===== src/hw/rtl/tbms_ram.sv =====
// ----------------------------------------------------------------------------
// tbms_ram
// Generic single-write, single-read RAM with registered read data.
// ----------------------------------------------------------------------------
`default_nettype none

module tbms_ram #(
   parameter int WIDTH = 8,
   parameter int DEPTH = 64
) (
   input  wire logic                     clock,
   input  wire logic                     wr_en,
   input  wire logic [$clog2(DEPTH)-1:0] wr_addr,
   input  wire logic [WIDTH-1:0]         wr_data,
   input  wire logic [$clog2(DEPTH)-1:0] rd_addr,
   output logic      [WIDTH-1:0]         rd_data
);

   logic [WIDTH-1:0] mem_ff [DEPTH];

   always_ff @(posedge clock) begin
      if (wr_en) begin
         mem_ff[wr_addr] <= wr_data;
      end
      rd_data <= mem_ff[rd_addr];
   end

endmodule

`default_nettype wire


===== config.mk =====
export PLATFORM = sky130hd
export DESIGN_NAME = tbms_ram
export DESIGN_NICKNAME = d
export VERILOG_FILES = /design/src/hw/rtl/tbms_ram.sv
export SDC_FILE = /design/constraint.sdc
export NUM_CORES = 1
export LEC_CHECK = 0
export BUFFER_PORTS_ARGS = -buffer_cell sky130_fd_sc_hd__buf_2
export CORE_ASPECT_RATIO = 0.75
export CORE_UTILIZATION = 35
export CTS_BUF_LIST = sky130_fd_sc_hd__clkbuf_4 sky130_fd_sc_hd__clkbuf_8
export CTS_CLUSTER_DIAMETER = 150
export DETAILED_ROUTE_END_ITERATION = 7
export RECOVER_POWER = 100
export SLEW_MARGIN = 30
export SYNTH_ARGS = -nofsm -noshare
export SYNTH_HDL_FRONTEND = slang
export SYNTH_SLANG_ARGS = --single-unit

===== constraint.sdc =====
create_clock -name clock -period 1.8 [get_ports clock]
set_input_delay 0.18 -clock clock [delete_from_list [all_inputs] [get_ports clock]]
set_output_delay 0.18 -clock clock [all_outputs]
set_load 0.01 [all_outputs]

==> results.txt <==
Buffers added to address setup during post-CTS repair amount to 0. The portion of synthesized cell area occupied by the leading cell type is 0.762, and the post-synthesis sequential area ratio is 0.770. The number of nets in the synthesized netlist is 962. The die covers 0.0586 mm². The first detailed-routing pass ran for 4 iterations. TritonCTS built the clock tree. The combinational power share was 0.058.

The run finished, with violations left. The run gives 0.0155 mm² as the storage element area. The clock root buffer master is clkbuf_8. Dividing the detail-routed wire length by the instance count gives 24.2 µm. The total overflow left after global routing is 0. The startpoint identified for the worst hold timing path is wr_addr[0]. Summing every instance area after synthesis gives 0.0202 mm². Ratio of cells with drive above 1 in the final layout: 0.352.

Setup repair after global routing could not meet its margin everywhere. The tools report the gate count after technology mapping as 940. For this design the static power due to leakage is 0.00769 µW. The aggregate global-route resource usage was 0.169; the clock tree buffer depth was 3.

The maximum fanout count along the critical path came out at 1. The portion of the clock cycle consumed by the worst path in the final layout is 1.03, and the clock latency of the later-clocked register in the worst-skew pair is 0.64 ns. In the layout the commonest cells are edfxtp_1 (512), mux4_2 (126), clkbuf_8 (89).

The sequential share of power was 0.542. STA classifies the critical path startpoint as a flip-flop. The flop and latch count out of synthesis was 520; the warning count from the yosys run was 0.

After floorplanning, the core was divided into 75 placement rows. Arithmetic-cell share of the synthesized area counting full adders, half adders and majority gates: 0. During I/O placement, the number of pins put on the boundary was 30. The HPWL after detailed placement is 31.2 mm.

Based on the critical path, the design can be clocked at up to 541 MHz. Counting distinct cell types in the post-synthesis netlist gives 40. The critical path is of the reg -> reg type.

The initial antenna violation count was 8. Mux cell area share after synthesis: 0.159. The final number of max-transition violations is 65. The part of the total power dissipated in the clock network is 0.400. The final layout contains 1,190 nets. Entering global routing, the biggest net connects 65 pins. By area, the combinational part of the netlist is dominated by multiplexers. The core occupancy in the finished layout came out at 0.424.

The synthesized-area fraction occupied by and/or/nand/nor cells is 0.0339, and the routability-driven placement congestion ratio is 0.849. The logs give 2.38 ns for the data arrival time of the worst path and 417 µV for the maximum vdd ir drop. The logs give -0.0478 ns for the post-layout worst setup margin and 24,900 µW for the final total power. The floorplan step set the die height to 210 µm. For this run, the number of standard cells in the final layout without fillers is 2,007.

STA classifies the critical path endpoint as a flip-flop. Counting tap cells, the placed design contains a total of 1,852 instances. The run gives 0 as the number of antenna-violating nets in the routed design. Summed over all layers, the routed wires come to 48.6 mm.

The switching share of total power is 0.219. The data required time of the critical path was 2.34 ns. Total CTS buffers: 79. The reg-to-reg critical path startpoint was mem_ff[7][2].

For this block, the initial DRC count from the detailed router was 1,148. For this run, design rule violations remaining after detail routing come to 0. The logs give 520 for the clock net sink count and 17 for the final-report setup violation count. In the routed layout, each cell is associated on average with a via count of 5.13. The clock transition time at the flip-flop clock pins of the worst setup and hold paths came out at 0.06 ns. The count of buffers added on input and output ports is 29. The H-tree was split into 3 levels. At the pin with the least slew margin, the transition time is 1.53 ns. The tools report the area of the multi-input gates as 0.00442 mm². The net switching power is 5450 µW, and the worst relative slew slack is -0.0211.

The total count of hold-check failures in the final report was 0; the number of global-route vias before repair was 10,500. The reported max-cap violation count came out at 1. Most frequent standard cell in the layout excluding fill and tap cells: edfxtp_1. For this block, the via count after detailed routing is 10,300.

After floorplanning, the core was sized to cover 0.0564 mm². Starting density of the core: 0.358. The critical path starts at mem_ff[7][2]. The synthesized-area fraction occupied by ao, oa, aoi and oai cells is 0.0207. Measured along the x axis, the die boundary spans 279 µm.

Clock skew on the completed layout was measured at 0.0329 ns. The xor/xnor share of the synthesized area works out to 0. The routed design could run at a clock period as short as 1.85 ns. The tightest min-delay check is of the in -> reg type. The area growth from synthesis to layout was 18.7%.

Summed over all instances, the cell type with the most area after synthesis is edfxtp_1. The power per cell area works out to 1040 mW/mm². After filler insertion, the fill cell instance count of the layout stands at 4,913. The checks that failed: capacitance limit, slew limit, setup timing. After synthesis, the cell types taking the most area are edfxtp_1 (76%), mux4_2 (14%), nor2_1 (1.5%), mux2i_1 (1.1%), dfxtp_1 (0.79%). The internal power of the cells totals 19,400 µW.

The average cell area after synthesis is 21.5 µm², and the global-route wire length before repair is 71.6 mm.
==> stage by stage <==
step	area [µm²]	TNS (ns)	hold slack (ns)	setup slack, ns
floorplan	20200	0	0.279	0.0121
finish	23900	-0.357	0.0874	-0.0478
CTS	24100	-0.0988	-0.0758	-0.0988
detailed placement	22400	-3.06	0.612	-0.572
global route	23900	-2.20	0.0744	-0.119
global placement	22400	-3.01	0.613	-0.572
==> cell type report <==
cell class	count	share of cell area
Timing Repair Buffer	198	0.0580
Tap cell	770	0.0402
Sequential cell	520	0.649
Multi-Input combinational cell	369	0.185
Clock inverter	34	0.00972
Clock buffer	111	0.0578
Antenna cell	5	0.000523
==> sequential cells by signal (all words and copies together), names as in the netlist <==
| signal | flops |
|---|---|
| mem_ff | 512 |
| rd_data | 8 |
==> cells by family (layout without fill, tap and decap cells) <==
| logic type | Yosys count | in the layout |
|---|---|---|
| AO/OA/AOI/OAI | 54 | 54 |
| buffers and inverters | 51 | 343 |
| flip-flops | 520 | 520 |
| multiplexers | 162 | 162 |
| other | 0 | 5 |
| AND/OR/NAND/NOR | 153 | 153 |
==> repair_timing <==
item,4_1_cts,5_1_grt
endpoints found under the hold margin,7,2
pin swaps,2,3
resized for setup,17,7
setup endpoints to repair,8,8
hold buffers,2,3
==> power groups by stage <==
stage	clock [µW]	combinational (µW)	sequential, µW
after floorplan	0	716	13700
after global placement	0	1400	13700
after detailed placement	0	1420	13700
after CTS	10200	1460	13500
after global routing	10700	1540	13500
final	9950	1450	13500
==> synth_stat cells (all sizes together) <==
library cell,instances
mux2,13
and2,1
nand3b,3
o221ai,8
nor2b,14
o221a,2
a22oi,3
a31oi,1
o41ai,2
or3,1
clkbuf,17
edfxtp,512
mux4,126
a211oi,4
nor3,7
o21a,2
a21oi,3
nor4,2
a2111oi,2
o22ai,8
nand3,13
nand2,19
o32ai,2
o2111ai,3
dfxtp,8
nand4,2
o21ai,4
mux2i,23
buf,34
nand4b,1
o311ai,1
o2bb2ai,3
nor2,83
nand2b,7
a221oi,6
==> per-layer routing <==
layer / GRT usage / up-vias / share of wire
met3: 0.0647 / 61 / 0.098
met4: 0.0335 / 2 / 0.012
met1: 0.255 / 5410 / 0.47
met5: 0 / - / 0.00027
met2: 0.232 / 410 / 0.42
li1: - / 4414 / -
==> path summary, 6_finish.rpt <==
kind	slack [ns]	endpoint	cells past startpoint
max	-0.05	rd_data[2]	6
min	0.09	mem_ff[51][3]	3
max reg2reg	-0.05	rd_data[2]	6
min reg2reg	0.82	rd_data[6]	3
==> critical path, stage by stage, from the launching register on <==
cell and delay (ns):
edfxtp_1 0.37, mux4_2 0.51, mux4_2 0.50, nor2_2 0.11, buf_6 0.11, nor3_2 0.03, o2bb2ai_1 0.12
Power figures use the tool's default switching activity.
